===== config.mk =====
export PLATFORM = sky130hd
export DESIGN_NAME = arp_probe_verify_scheduler_flat
export DESIGN_NICKNAME = d
export VERILOG_FILES = /design/src/rtl/core/apvs_pkg.sv /design/src/rtl/core/apvs_if.sv /design/src/rtl/core/apvs_cell.sv /design/src/rtl/core/apvs_mod.sv /design/src/rtl/core/arp_probe_verify_scheduler.sv /design/src/flat_wrapper.sv
export VERILOG_INCLUDE_DIRS = /design/src /design/src/rtl/core
export SDC_FILE = /design/constraint.sdc
export NUM_CORES = 2
export LEC_CHECK = 0
export ABC_AREA = 1
export ABC_CLOCK_PERIOD_IN_PS = 5900
export BUFFER_PORTS_ARGS = -buffer_cell sky130_fd_sc_hd__buf_2
export CAP_MARGIN = 20
export CORE_MARGIN = 2
export CORE_UTILIZATION = 40
export DETAILED_ROUTE_END_ITERATION = 10
export SYNTH_ARGS = -nofsm -noshare
export SYNTH_HDL_FRONTEND = slang
export SYNTH_HIERARCHICAL = 1
export SYNTH_SLANG_ARGS = --single-unit

===== constraint.sdc =====
create_clock -name i_clk -period 5.9 [get_ports i_clk]
set_input_delay 0.885 -clock i_clk [delete_from_list [all_inputs] [get_ports i_clk]]
set_output_delay 0.885 -clock i_clk [all_outputs]
set_load 0.05 [all_outputs]

===== src/rtl/core/arp_probe_verify_scheduler_macros.svh =====
// Assertion macros for the ARP probe scheduler.
// Used by the modules that carry concurrent assertions; no other dependencies.
`ifndef ARP_PROBE_VERIFY_SCHEDULER_MACROS_SVH
`define ARP_PROBE_VERIFY_SCHEDULER_MACROS_SVH

// Implication checked on every clock edge outside reset.
`define APV_ASSERT_IMPL(label, clk, rst_n, ante, cons, msg) \
    label: assert property (@(posedge clk) disable iff (!rst_n) (ante) |-> (cons)) \
        else $error(msg);

// Implication checked in the cycle after the antecedent.
`define APV_ASSERT_NEXT(label, clk, rst_n, ante, cons, msg) \
    label: assert property (@(posedge clk) disable iff (!rst_n) (ante) |=> (cons)) \
        else $error(msg);

`endif


===== src/rtl/core/apvs_pkg.sv =====
// Shared types and constants of the ARP probe scheduler.
// No dependencies.
package apvs_pkg;

    localparam int TABLE_DEPTH = 8;
    localparam int IDX_W = $clog2(TABLE_DEPTH);
    localparam int CNT_W = $clog2(TABLE_DEPTH + 1);

    localparam logic [2:0] FUNC_ADD    = 3'd0;
    localparam logic [2:0] FUNC_REMOVE = 3'd1;
    localparam logic [2:0] FUNC_TICK   = 3'd2;
    localparam logic [2:0] FUNC_ROUND  = 3'd3;
    localparam logic [2:0] FUNC_SEND   = 3'd4;
    localparam logic [2:0] FUNC_CLEAR  = 3'd5;

    localparam logic [1:0] KIND_ADD    = 2'd0;
    localparam logic [1:0] KIND_REMOVE = 2'd1;
    localparam logic [1:0] KIND_PROBE  = 2'd2;
    localparam logic [1:0] KIND_STATUS = 2'd3;

    localparam logic [1:0] RS_PROGRESS = 2'd0;
    localparam logic [1:0] RS_COMPLETE = 2'd1;
    localparam logic [1:0] RS_FAILURE  = 2'd2;
    localparam logic [1:0] RS_BUSY     = 2'd3;

    localparam logic [1:0] ST_SENT  = 2'd0;
    localparam logic [1:0] ST_NOBUF = 2'd1;

    localparam logic [1:0] REG_PROBE_COUNT = 2'd0;
    localparam logic [1:0] REG_RETRY_LIMIT = 2'd1;
    localparam logic [1:0] REG_WAIT_MIN    = 2'd2;
    localparam logic [1:0] REG_WAIT_MAX    = 2'd3;

    localparam logic [15:0] LFSR_SEED = 16'hACE1;
    localparam logic [15:0] LFSR_MASK = 16'hB400;

    // One table entry as held by a cell.
    typedef struct packed {
        logic        used;
        logic [31:0] ip;
        logic        tent;
        logic        dup;
        logic [3:0]  att;
        logic [3:0]  err;
    } t_entry;

    // Operation broadcast from the controller to every cell.
    typedef enum logic [2:0] {
        OP_NONE, OP_APPEND, OP_SHIFT, OP_CLEAR, OP_PROMOTE, OP_OUTCOME
    } t_cell_op;

    typedef struct packed {
        t_cell_op    op;
        logic [IDX_W-1:0] idx;
        logic [31:0] ip;
        logic        tent;
        logic [1:0]  status;
        logic [3:0]  probe_count;
        logic [3:0]  retry_limit;
    } t_cell_cmd;

    typedef enum logic [2:0] {
        S_IDLE, S_SCAN, S_EMIT, S_DIV, S_OUT
    } t_state;

    typedef struct packed {
        logic [1:0]  kind;
        logic [3:0]  entry_count;
        logic        removed;
        logic [31:0] probe_ip;
        logic [1:0]  round_status;
        logic [15:0] timeout_ms;
        logic        last;
    } t_result;

endpackage


===== src/rtl/core/apvs_if.sv =====
// Valid/ready channel interfaces of the ARP probe scheduler.
// Depends on nothing but the clockless payload definitions below.
interface apvs_in_if;
    logic        valid;
    logic        ready;
    logic [2:0]  func;
    logic [31:0] address_ip;
    logic        start_tentative;
    logic [1:0]  send_status;
    modport source(output valid, func, address_ip, start_tentative, send_status, input ready);
    modport sink(input valid, func, address_ip, start_tentative, send_status, output ready);
endinterface

interface apvs_out_if;
    logic        valid;
    logic        ready;
    logic [1:0]  kind;
    logic [3:0]  entry_count;
    logic        removed;
    logic [31:0] probe_ip;
    logic [1:0]  round_status;
    logic [15:0] timeout_ms;
    logic        last;
    modport source(output valid, kind, entry_count, removed, probe_ip, round_status,
                   timeout_ms, last, input ready);
    modport sink(input valid, kind, entry_count, removed, probe_ip, round_status,
                 timeout_ms, last, output ready);
endinterface


===== src/rtl/core/apvs_cell.sv =====
// One table slot of the ARP probe scheduler; cells form a shifting row.
// Depends on apvs_pkg.
module apvs_cell (
    input  logic               i_clk,
    input  logic               i_rst_n,
    input  apvs_pkg::t_cell_cmd i_cmd,
    input  logic [apvs_pkg::IDX_W-1:0] i_my_idx,
    input  apvs_pkg::t_entry   i_next,
    output apvs_pkg::t_entry   o_entry
);
    import apvs_pkg::*;

    t_entry r_e, n_e;
    logic [3:0] w_err_inc;

    assign o_entry = r_e;
    assign w_err_inc = (r_e.err == 4'd15) ? r_e.err : r_e.err + 4'd1;

    always_comb begin
        n_e = r_e;
        unique case (i_cmd.op)
            OP_APPEND: begin
                if (i_cmd.idx == i_my_idx) begin
                    n_e.used = 1'b1;
                    n_e.ip   = i_cmd.ip;
                    n_e.tent = i_cmd.tent;
                    n_e.dup  = 1'b0;
                    n_e.att  = 4'd0;
                    n_e.err  = 4'd0;
                end
            end
            OP_SHIFT: begin
                // Cells at and above the removed slot take their upper neighbour.
                if (i_my_idx >= i_cmd.idx) begin
                    n_e = i_next;
                end
            end
            OP_CLEAR: begin
                n_e.used = 1'b0;
                n_e.tent = 1'b0;
                n_e.dup  = 1'b0;
                n_e.att  = 4'd0;
                n_e.err  = 4'd0;
            end
            OP_PROMOTE: begin
                if (r_e.used && !r_e.dup && r_e.tent && r_e.att >= i_cmd.probe_count) begin
                    n_e.tent = 1'b0;
                end
            end
            OP_OUTCOME: begin
                if (i_cmd.idx == i_my_idx) begin
                    if (i_cmd.status == ST_SENT) begin
                        if (r_e.att != 4'd15) n_e.att = r_e.att + 4'd1;
                    end else if (i_cmd.status == ST_NOBUF) begin
                        n_e.err = w_err_inc;
                        if (w_err_inc >= i_cmd.retry_limit) n_e.dup = 1'b1;
                    end else begin
                        n_e.dup = 1'b1;
                    end
                end
            end
            default: ;
        endcase
    end

    always_ff @(posedge i_clk) begin
        if (!i_rst_n) begin
            r_e.used <= 1'b0;
            r_e.tent <= 1'b0;
            r_e.dup  <= 1'b0;
            r_e.att  <= 4'd0;
            r_e.err  <= 4'd0;
            r_e.ip   <= n_e.ip;
        end else begin
            r_e <= n_e;
        end
    end
endmodule


===== src/rtl/core/apvs_mod.sv =====
// Bit-serial remainder unit: lfsr mod span, one quotient bit a cycle.
// Depends on apvs_pkg.
module apvs_mod (
    input  logic        i_clk,
    input  logic        i_rst_n,
    input  logic        i_start,
    input  logic [15:0] i_num,
    input  logic [16:0] i_den,
    output logic        o_done,
    output logic [16:0] o_rem
);
    import apvs_pkg::*;

    logic [16:0] r_rem, n_rem;
    logic [15:0] r_num;
    logic [16:0] r_den;
    logic [4:0]  r_cnt;
    logic        r_busy;
    logic [17:0] w_trial;

    assign w_trial = {r_rem, r_num[15]};
    assign n_rem = (w_trial >= {1'b0, r_den}) ? 17'(w_trial - {1'b0, r_den}) : w_trial[16:0];
    assign o_done = r_busy && (r_cnt == 5'd16);
    assign o_rem = r_rem;

    always_ff @(posedge i_clk) begin
        if (!i_rst_n) begin
            r_busy <= 1'b0;
            r_cnt  <= 5'd0;
        end else if (i_start) begin
            r_busy <= 1'b1;
            r_cnt  <= 5'd0;
        end else if (r_busy && r_cnt != 5'd16) begin
            r_cnt <= r_cnt + 5'd1;
        end else begin
            r_busy <= 1'b0;
        end
        if (i_start) begin
            r_rem <= 17'd0;
            r_num <= i_num;
            r_den <= i_den;
        end else if (r_busy && r_cnt != 5'd16) begin
            r_rem <= n_rem;
            r_num <= {r_num[14:0], 1'b0};
        end
    end
endmodule


===== src/rtl/core/arp_probe_verify_scheduler.sv =====
// Channel   | Dir | Payload
// s_in      | in  | func, address_ip, start_tentative, send_status
// m_out     | out | kind, entry_count, removed, probe_ip, round_status, timeout_ms, last
// apb       | in  | probe_count, retry_limit, wait_min_ms, wait_max_ms
// A tick, a clear or an outcome that is not the last is handled in the idle state; an
// add or a remove walks the row before its answer is offered. A round walks the row to
// give its probe requests; a round with none, and the last outcome, walk it again for
// the status, and a progress status whose wait_max exceeds wait_min then waits for the
// bit-serial remainder of the wait draw.
// Reset is synchronous and active low; a stalled output holds the result and the walk.
// Top level: controller over a row of apvs_cell and the apvs_mod remainder unit.
module arp_probe_verify_scheduler (
    input  logic        i_clk,
    input  logic        i_rst_n,
    apvs_in_if.sink     s_in,
    apvs_out_if.source  m_out,
    input  logic        psel,
    input  logic        penable,
    input  logic        pwrite,
    input  logic [3:0]  paddr,
    input  logic [31:0] pwdata,
    output logic [31:0] prdata,
    output logic        pready
);
    import apvs_pkg::*;
    `include "arp_probe_verify_scheduler_macros.svh"

    logic [3:0]  r_probe_count, r_retry_limit;
    logic [15:0] r_wait_min, r_wait_max;
    logic [1:0]  w_reg;

    assign pready = 1'b1;
    assign w_reg = paddr[3:2];

    always_ff @(posedge i_clk) begin
        if (!i_rst_n) begin
            r_probe_count <= 4'd3;
            r_retry_limit <= 4'd3;
            r_wait_min    <= 16'd1000;
            r_wait_max    <= 16'd2000;
        end else if (psel && penable && pwrite) begin
            unique case (w_reg)
                REG_PROBE_COUNT: r_probe_count <= pwdata[3:0];
                REG_RETRY_LIMIT: r_retry_limit <= pwdata[3:0];
                REG_WAIT_MIN:    r_wait_min    <= pwdata[15:0];
                REG_WAIT_MAX:    r_wait_max    <= pwdata[15:0];
            endcase
        end
    end

    always_comb begin
        unique case (w_reg)
            REG_PROBE_COUNT: prdata = {28'd0, r_probe_count};
            REG_RETRY_LIMIT: prdata = {28'd0, r_retry_limit};
            REG_WAIT_MIN:    prdata = {16'd0, r_wait_min};
            REG_WAIT_MAX:    prdata = {16'd0, r_wait_max};
        endcase
    end

    // Cell row
    t_cell_cmd w_cmd;
    t_entry    w_ent  [TABLE_DEPTH];
    t_entry    w_next [TABLE_DEPTH];

    genvar g;
    generate
        for (g = 0; g < TABLE_DEPTH; g++) begin : g_cell
            if (g == TABLE_DEPTH - 1) begin : g_top
                assign w_next[g] = '0;
            end else begin : g_mid
                assign w_next[g] = w_ent[g+1];
            end
            apvs_cell u_cell (
                .i_clk   (i_clk),
                .i_rst_n (i_rst_n),
                .i_cmd   (w_cmd),
                .i_my_idx(IDX_W'(g)),
                .i_next  (w_next[g]),
                .o_entry (w_ent[g])
            );
        end
    endgenerate

    // Controller state
    t_state r_state, n_state;
    logic [2:0]  r_func;
    logic [31:0] r_ip;
    logic        r_tent;
    logic [1:0]  r_st;
    logic [CNT_W-1:0] r_used, n_used;
    logic [15:0] r_remaining, n_remaining;
    logic [15:0] r_lfsr, n_lfsr;
    logic [CNT_W-1:0] r_pend_cnt, n_pend_cnt;
    logic [TABLE_DEPTH-1:0] r_pend_mask, n_pend_mask;
    logic        r_wait, n_wait;
    logic [CNT_W-1:0] r_scan, n_scan;
    logic        r_found, n_found;
    logic [IDX_W-1:0] r_fidx, n_fidx;
    logic        r_any_att, n_any_att;
    t_result     r_res, n_res;
    logic        r_ovalid, n_ovalid;
    logic        w_mod_start, w_mod_done;
    logic [16:0] w_mod_rem;
    logic [IDX_W-1:0] w_sidx;
    logic [IDX_W-1:0] w_low_idx;
    logic        w_low_found;
    logic [TABLE_DEPTH-1:0] w_low_mask, w_high_mask;

    assign w_sidx = r_scan[IDX_W-1:0];

    // The remainder is taken of the freshly stepped LFSR value.
    apvs_mod u_mod (
        .i_clk  (i_clk),
        .i_rst_n(i_rst_n),
        .i_start(w_mod_start),
        .i_num  (n_lfsr),
        .i_den  (17'({1'b0, r_wait_max} - {1'b0, r_wait_min} + 17'd1)),
        .o_done (w_mod_done),
        .o_rem  (w_mod_rem)
    );

    // Lowest pending entry, a short priority search over the mask.
    always_comb begin
        w_low_idx = '0;
        w_low_found = 1'b0;
        for (int j = TABLE_DEPTH - 1; j >= 0; j--) begin
            if (r_pend_mask[j]) begin
                w_low_idx = IDX_W'(j);
                w_low_found = 1'b1;
            end
        end
    end

    always_comb begin
        for (int j = 0; j < TABLE_DEPTH; j++) begin
            w_low_mask[j]  = (j < int'(r_fidx));
            w_high_mask[j] = (j > int'(r_fidx));
        end
    end

    assign s_in.ready = (r_state == S_IDLE) && !r_ovalid;
    assign m_out.valid        = r_ovalid;
    assign m_out.kind         = r_res.kind;
    assign m_out.entry_count  = r_res.entry_count;
    assign m_out.removed      = r_res.removed;
    assign m_out.probe_ip     = r_res.probe_ip;
    assign m_out.round_status = r_res.round_status;
    assign m_out.timeout_ms   = r_res.timeout_ms;
    assign m_out.last         = r_res.last;

    always_comb begin
        n_state = r_state;
        n_used = r_used;
        n_remaining = r_remaining;
        n_lfsr = r_lfsr;
        n_pend_cnt = r_pend_cnt;
        n_pend_mask = r_pend_mask;
        n_wait = r_wait;
        n_scan = r_scan;
        n_found = r_found;
        n_fidx = r_fidx;
        n_any_att = r_any_att;
        n_res = r_res;
        n_ovalid = r_ovalid;
        w_mod_start = 1'b0;
        w_cmd = '0;
        w_cmd.op = OP_NONE;
        w_cmd.ip = r_ip;
        w_cmd.tent = r_tent;
        w_cmd.status = r_st;
        w_cmd.probe_count = r_probe_count;
        w_cmd.retry_limit = r_retry_limit;
        if (m_out.valid && m_out.ready) n_ovalid = 1'b0;

        unique case (r_state)
            S_IDLE: begin
                if (s_in.valid && s_in.ready) begin
                    n_scan = '0;
                    n_found = 1'b0;
                    n_any_att = 1'b0;
                    n_fidx = '0;
                    unique case (s_in.func)
                        FUNC_ADD, FUNC_REMOVE: n_state = S_SCAN;
                        FUNC_TICK: begin
                            if (r_remaining != 16'd0) n_remaining = r_remaining - 16'd1;
                        end
                        FUNC_ROUND: begin
                            n_res = '0;
                            n_res.kind = KIND_STATUS;
                            n_res.last = 1'b1;
                            if (r_pend_cnt != '0) begin
                                n_res.round_status = RS_BUSY;
                                n_ovalid = 1'b1;
                            end else if (r_remaining != 16'd0) begin
                                n_res.round_status = RS_PROGRESS;
                                n_res.timeout_ms = r_remaining;
                                n_ovalid = 1'b1;
                            end else begin
                                w_cmd.op = OP_PROMOTE;
                                n_wait = 1'b0;
                                n_state = S_EMIT;
                            end
                        end
                        FUNC_SEND: begin
                            if (r_pend_cnt != '0 && w_low_found) begin
                                w_cmd.op = OP_OUTCOME;
                                w_cmd.idx = w_low_idx;
                                w_cmd.status = s_in.send_status;
                                n_pend_mask[w_low_idx] = 1'b0;
                                n_pend_cnt = r_pend_cnt - CNT_W'(1);
                                if (s_in.send_status == ST_SENT) n_wait = 1'b1;
                                else if (s_in.send_status == ST_NOBUF &&
                                         ((w_ent[w_low_idx].err == 4'd15 ? 4'd15 :
                                           w_ent[w_low_idx].err + 4'd1) < r_retry_limit))
                                    n_wait = 1'b1;
                                if (r_pend_cnt == CNT_W'(1)) n_state = S_SCAN;
                            end
                        end
                        FUNC_CLEAR: begin
                            w_cmd.op = OP_CLEAR;
                            n_used = '0;
                            n_remaining = '0;
                            n_pend_cnt = '0;
                            n_pend_mask = '0;
                            n_wait = 1'b0;
                        end
                        default: ;
                    endcase
                end
            end
            S_SCAN: begin
                // Walk the cells one a cycle: match search or attempt check.
                if (r_scan < r_used) begin
                    if (!r_found && w_ent[w_sidx].ip == r_ip) begin
                        n_found = 1'b1;
                        n_fidx = w_sidx;
                    end
                    if (w_ent[w_sidx].att != 4'd0) n_any_att = 1'b1;
                end
                if (r_scan == CNT_W'(TABLE_DEPTH)) begin
                    n_res = '0;
                    n_res.last = 1'b1;
                    n_state = S_IDLE;
                    unique case (r_func)
                        FUNC_ADD: begin
                            n_res.kind = KIND_ADD;
                            n_ovalid = 1'b1;
                            if (r_probe_count != 4'd0 && r_ip != 32'd0 && !r_found &&
                                r_used < CNT_W'(TABLE_DEPTH)) begin
                                w_cmd.op = OP_APPEND;
                                w_cmd.idx = r_used[IDX_W-1:0];
                                n_used = r_used + CNT_W'(1);
                                n_res.entry_count = 4'(r_used + CNT_W'(1));
                            end
                        end
                        FUNC_REMOVE: begin
                            n_res.kind = KIND_REMOVE;
                            n_ovalid = 1'b1;
                            if (r_ip != 32'd0 && r_found) begin
                                w_cmd.op = OP_SHIFT;
                                w_cmd.idx = r_fidx;
                                n_res.removed = 1'b1;
                                n_used = r_used - CNT_W'(1);
                                if (r_pend_mask[r_fidx]) n_pend_cnt = r_pend_cnt - CNT_W'(1);
                                n_pend_mask = (r_pend_mask & w_low_mask) |
                                              ((r_pend_mask & w_high_mask) >> 1);
                                if ((r_pend_mask[r_fidx] ? r_pend_cnt - CNT_W'(1)
                                                         : r_pend_cnt) == '0)
                                    n_wait = 1'b0;
                            end
                        end
                        default: begin
                            // End of round, from a round with no probes or the last outcome.
                            n_res.kind = KIND_STATUS;
                            if (r_wait) begin
                                n_wait = 1'b0;
                                n_lfsr = (r_lfsr >> 1) ^ (r_lfsr[0] ? LFSR_MASK : 16'd0);
                                if (r_wait_max <= r_wait_min) begin
                                    n_remaining = r_wait_min;
                                    n_res.timeout_ms = r_wait_min;
                                    n_ovalid = 1'b1;
                                end else begin
                                    w_mod_start = 1'b1;
                                    n_state = S_DIV;
                                end
                            end else begin
                                n_res.round_status = (r_any_att || (r_scan < r_used &&
                                    w_ent[w_sidx].att != 4'd0)) ? RS_COMPLETE : RS_FAILURE;
                                n_ovalid = 1'b1;
                            end
                        end
                    endcase
                end else begin
                    n_scan = r_scan + CNT_W'(1);
                end
            end
            S_EMIT: begin
                if (!r_ovalid || (m_out.valid && m_out.ready)) begin
                    if (r_scan == CNT_W'(TABLE_DEPTH)) begin
                        if (r_pend_cnt == '0) begin
                            n_scan = '0;
                            n_state = S_SCAN;
                        end else begin
                            n_res = '0;
                            n_res.kind = KIND_STATUS;
                            n_res.round_status = RS_BUSY;
                            n_res.last = 1'b1;
                            n_ovalid = 1'b1;
                            n_state = S_IDLE;
                        end
                    end else begin
                        n_scan = r_scan + CNT_W'(1);
                        if (r_scan < r_used && !w_ent[w_sidx].dup && w_ent[w_sidx].tent) begin
                            n_pend_mask[w_sidx] = 1'b1;
                            n_pend_cnt = r_pend_cnt + CNT_W'(1);
                            n_res = '0;
                            n_res.kind = KIND_PROBE;
                            n_res.probe_ip = w_ent[w_sidx].ip;
                            n_ovalid = 1'b1;
                        end
                    end
                end
            end
            S_DIV: begin
                if (w_mod_done) begin
                    n_remaining = r_wait_min + w_mod_rem[15:0];
                    n_res.timeout_ms = r_wait_min + w_mod_rem[15:0];
                    n_ovalid = 1'b1;
                    n_state = S_IDLE;
                end
            end
            S_OUT: n_state = S_IDLE;
            default: n_state = S_IDLE;
        endcase
    end

    always_ff @(posedge i_clk) begin
        if (!i_rst_n) begin
            r_state <= S_IDLE;
            r_used <= '0;
            r_remaining <= '0;
            r_lfsr <= LFSR_SEED;
            r_pend_cnt <= '0;
            r_pend_mask <= '0;
            r_wait <= 1'b0;
            r_ovalid <= 1'b0;
            r_scan <= '0;
            r_found <= 1'b0;
            r_any_att <= 1'b0;
        end else begin
            r_state <= n_state;
            r_used <= n_used;
            r_remaining <= n_remaining;
            r_lfsr <= n_lfsr;
            r_pend_cnt <= n_pend_cnt;
            r_pend_mask <= n_pend_mask;
            r_wait <= n_wait;
            r_ovalid <= n_ovalid;
            r_scan <= n_scan;
            r_found <= n_found;
            r_any_att <= n_any_att;
        end
        r_fidx <= n_fidx;
        r_res <= n_res;
        if (s_in.valid && s_in.ready) begin
            r_func <= s_in.func;
            r_ip <= s_in.address_ip;
            r_tent <= s_in.start_tentative;
            r_st <= s_in.send_status;
        end
    end

    `APV_ASSERT_IMPL(a_pend_cnt, i_clk, i_rst_n, 1'b1,
        r_pend_cnt == CNT_W'($countones(r_pend_mask)), "pending count and mask disagree")
    `APV_ASSERT_IMPL(a_used_range, i_clk, i_rst_n, 1'b1,
        r_used <= CNT_W'(TABLE_DEPTH), "table fill beyond depth")
    `APV_ASSERT_NEXT(a_hold, i_clk, i_rst_n, m_out.valid && !m_out.ready,
        m_out.valid && $stable(r_res), "result changed while stalled")
    `APV_ASSERT_IMPL(a_no_accept_busy, i_clk, i_rst_n, r_state != S_IDLE,
        !s_in.ready, "input taken while busy")
endmodule


===== src/flat_wrapper.sv =====
// flat-port wrapper written by rule: the top's interface ports become plain ports
module arp_probe_verify_scheduler_flat import apvs_pkg::*;
  (i_clk, i_rst_n, psel, penable, pwrite, paddr, pwdata, prdata, pready, s_in_valid, s_in_func, s_in_address_ip, s_in_start_tentative, s_in_send_status, s_in_ready, m_out_valid, m_out_kind, m_out_entry_count, m_out_removed, m_out_probe_ip, m_out_round_status, m_out_timeout_ms, m_out_last, m_out_ready);
  apvs_in_if s_in_i ();
  apvs_out_if m_out_i ();
  input  logic i_clk;
  input  logic i_rst_n;
  input  logic psel;
  input  logic penable;
  input  logic pwrite;
  input  logic [3:0] paddr;
  input  logic [31:0] pwdata;
  output logic [31:0] prdata;
  output logic pready;
  input wire logic [$bits(s_in_i.valid)-1:0] s_in_valid;
  input wire logic [$bits(s_in_i.func)-1:0] s_in_func;
  input wire logic [$bits(s_in_i.address_ip)-1:0] s_in_address_ip;
  input wire logic [$bits(s_in_i.start_tentative)-1:0] s_in_start_tentative;
  input wire logic [$bits(s_in_i.send_status)-1:0] s_in_send_status;
  output wire logic [$bits(s_in_i.ready)-1:0] s_in_ready;
  output wire logic [$bits(m_out_i.valid)-1:0] m_out_valid;
  output wire logic [$bits(m_out_i.kind)-1:0] m_out_kind;
  output wire logic [$bits(m_out_i.entry_count)-1:0] m_out_entry_count;
  output wire logic [$bits(m_out_i.removed)-1:0] m_out_removed;
  output wire logic [$bits(m_out_i.probe_ip)-1:0] m_out_probe_ip;
  output wire logic [$bits(m_out_i.round_status)-1:0] m_out_round_status;
  output wire logic [$bits(m_out_i.timeout_ms)-1:0] m_out_timeout_ms;
  output wire logic [$bits(m_out_i.last)-1:0] m_out_last;
  input wire logic [$bits(m_out_i.ready)-1:0] m_out_ready;
  assign s_in_i.valid = s_in_valid;
  assign s_in_i.func = s_in_func;
  assign s_in_i.address_ip = s_in_address_ip;
  assign s_in_i.start_tentative = s_in_start_tentative;
  assign s_in_i.send_status = s_in_send_status;
  assign s_in_ready = s_in_i.ready;
  assign m_out_valid = m_out_i.valid;
  assign m_out_kind = m_out_i.kind;
  assign m_out_entry_count = m_out_i.entry_count;
  assign m_out_removed = m_out_i.removed;
  assign m_out_probe_ip = m_out_i.probe_ip;
  assign m_out_round_status = m_out_i.round_status;
  assign m_out_timeout_ms = m_out_i.timeout_ms;
  assign m_out_last = m_out_i.last;
  assign m_out_i.ready = m_out_ready;
  arp_probe_verify_scheduler u_core (.i_clk(i_clk), .i_rst_n(i_rst_n), .s_in(s_in_i), .m_out(m_out_i), .psel(psel), .penable(penable), .pwrite(pwrite), .paddr(paddr), .pwdata(pwdata), .prdata(prdata), .pready(pready));
endmodule

==> results by group <==
Run status
  – Status: completed

STA
  – Setup Skew: 59.6 ps
  – Final setup TNS: 0 ps
  – RSZ-0062 raised after global routing: no
  – Final period util: 0.867
  – Worst slew margin: 0.273
  – Final Max Slew Viols: 0
  – Hold Fails Final Rpt: 0
  – Worst-Margin Slew: 1090 ps
  – Fmax: 195 MHz
  – Final setup viols: 0
  – Final WS setup: 783 ps
  – Final hold slack: 397 ps
  – Tmin final: 5120 ps

Floorplan
  – Die H: 311 microns
  – I/O pin total: 174
  – Die W: 311 microns
  – Starting Density: 0.404
  – Core box area: 0.0933 sq mm
  – Die area: 0.0967 sq mm
  – Site Rows: 112

Clock tree
  – Root buf cell: clkbuf_16
  – H-tree depth: 3
  – Clock transition at path regs: 60 ps
  – Clk Latency, worst-skew pair: 660 ps
  – CTS tree: yes
  – Setup bufs post-CTS: 0
  – Clk buf depth: 3
  – Post-cts resize count: 0
  – Clock Sinks: 597
  – Total CTS buffers: 72
  – Cts hold-fix bufs: 0

Power
  – Max IR drop VDD: 0.000255 V
  – Cell Pwr Density: 379 mW/mm^2
  – Lkg Pwr: 19.7 nW

Drt
  – Final WL: 122000 microns
  – Post-route DRC violation count: 0
  – Via count: 34200
  – Routed len/inst: 18.6 microns
  – Routed Antenna Nets: 0
  – Initial DRC Count: 3329
  – Via/cell ratio: 5.18
  – Drt pass-1 iters: 6

Synthesis
  – YS warnings: 6
  – Netlist Area Pre-Place: 0.0377 sq mm
  – Post-synth top area share: 0.309
  – Syn Area/Cell: 7.42 sq um
  – Area leader, netlist: edfxtp_1
  – Number of synthesized flops with an enable pin: 388
  – Synth unique cells: 62
  – Cell count after synthesis: 5080
  – Synth Register Bits: 597
  – Synth area leaders: edfxtp_1 (31%), nand2_1 (18%), dfxtp_1 (11%)
  – Top FF cell, synth: edfxtp_1
  – Sequential share of the synthesized area: 0.420
  – Async SR Flop Fraction: 0

Placed design
  – Place WS: 882 ps
  – Dpl hpwl: 83200 microns
  – Port buffer count: 138
  – Placer Congestion: 0.886

Critical path
  – Critical Path RT: 6290 ps
  – Crit path max fanout: 16
  – Highest-delay cell along the critical path: clkinv_1
  – Crit path DAT: 5510 ps
  – Critical Path End Type: flip-flop
  – Largest stage delay on the critical path: 760 ps
  – Critical path launch point type: flip-flop
  – Critical path class: reg2reg
  – Top cell by count, worst path: o21ai_0
  – CP Cell Sequence: nor4_1 -> nand4_1 -> o21ai_0 -> nor2_1 -> inv_1 -> o22ai_1 -> nand3_1 -> o21ai_0 -> buf_4 -> inv_1 -> ha_1 -> nand3_1 -> nor3_1 -> o21ai_0 -> clkinv_1 -> buf_4

GRT
  – First-pass GRT wire length: 186000 microns
  – Largest net degree at the start of global routing: 84
  – Initial antenna violation count: 1
  – Tot GR Track Use: 0.247
  – Via count of the first global-routing pass: 32000
  – Grt total ovfl: 0

Layout
  – Final net count: 5558
  – Share of cells above drive strength 1: 0.0913
  – Area grow syn2layout: 12.5%
  – Most frequent cells in the layout: nand2_1 (1792), inv_1 (667), nor2_1 (432)
  – Diodes inserted: 0
  – Commonest non-fill, non-tap cell in the layout: nand2_1

Hold path
  – Hold Path Class: in2reg

Job
  – Total of max-cap violations: 0
-- cells by family (layout without fill, tap and decap cells) --
kind of cell    count (synthesis)  count (layout)  share of synthesized area
simple gates                 2643            2643                      0.290
buf+inv                       871            1044                     0.0942
compound gates                714             714                      0.115
flops                         597             597                      0.420
fa+ha+maj                     200             200                     0.0684
xor+xnor                       53              53                     0.0123
other cells                     2              84                   0.000199
-- report_power, final --
part           internal (mW)  switching [mW]  total (mW)
clock network           2.68            1.96        4.64
registers               5.23           0.598        5.82
logic                   1.60            4.01        5.61
-- stage by stage --
stage               total power [mW]  instance area, sq um  cells   util
floorplan                       9.61                 38000   5162      -
global route                    17.0                 42400   6589  0.455
finish                          16.1                 42400   6589  0.455
global placement                11.3                 40000   6455  0.428
detailed placement              11.4                 40000   6455  0.428
CTS                             16.1                 42400   6587  0.455
-- cell usage after synthesis (6+ instances only) --
library cell,n
ha_1,190
nand4_1,52
o21ai_0,235
nor2_4,18
buf_2,46
o21a_1,9
fa_1,10
nand2_2,47
inv_1,674
a221oi_1,43
a21oi_2,8
nand3_1,161
nand3b_1,11
nor2_1,434
clkbuf_1,79
clkbuf_8,8
a22o_1,41
buf_4,30
a211oi_1,11
nor4_1,17
a31oi_1,14
edfxtp_1,388
o211ai_1,15
o21bai_1,6
xor2_1,39
nand3_2,19
o31ai_1,16
o2111ai_1,8
inv_2,27
xnor2_1,14
o22ai_1,25
nor2_2,8
dfxtp_1,209
o21ai_2,9
nor3_1,46
nor3b_1,9
a21oi_1,216
o2bb2ai_1,15
or2_2,16
a22oi_1,11
o21ai_1,10
nand2_1,1792
-- sequential cells by signal (all words and copies together) (netlist names), 5 cells and up --
signal and cells:
u_core/r_lfsr 16, u_core/r_ip 32, u_core/u_mod/r_num 16, u_core/g_cell.u_cell/o_entry 344, u_core/u_mod/r_den 17, u_core/m_out.timeout_ms 16, u_core/r_remaining 16, u_core/r_pend_mask 8
u_core/u_mod/r_cnt 5, u_core/u_mod/o_rem 17, u_core/m_out.probe_ip 32, u_core/r_wait_max 16, u_core/r_wait_min 16
-- critical path: cells and delay by family (launching register included) --
kind            cells  cell delay (ps)
fa+ha+maj           1              250
buf+inv             5             1690
simple gates        6             1510
compound gates      4              790
flops               1              580
-- per-layer routing --
layer  up-vias  wire length (microns)  GRT usage  share of wire
met1     15800                  50500      0.314           0.41
met2      1288                  59100      0.428           0.48
met4         0                   3850     0.0839          0.031
met5         -                      0          0              0
li1      16800                      -          -              -
met3       222                   8960     0.0358          0.073
-- path summary, 6_finish.rpt --
path                     startpoint                             endpoint  slack, ps  depth (start not counted)
max                 u_core/r_ip[14]  u_core/g_cell[5].u_cell/o_entry[36]        780                         16
min              s_in_address_ip[7]                       u_core/r_ip[7]        400                          1
max reg2reg         u_core/r_ip[14]  u_core/g_cell[5].u_cell/o_entry[36]        780                         16
min reg2reg  u_core/u_mod/o_rem[16]               u_core/u_mod/o_rem[16]        480                          2
-- final cells by class --
| cell class | instances | area, sq um |
|---|---|---|
| inverter | 703 | 2640 |
| clock buffer | 94 | 1980 |
| sequential | 597 | 15800 |
| multi-input combinational | 3694 | 18700 |
| timing repair buffer | 209 | 1240 |
| fill | 9407 | 50900 |
| clock inverter | 38 | 492 |
| tap | 1254 | 1570 |
Power figures use the tool's default switching activity.
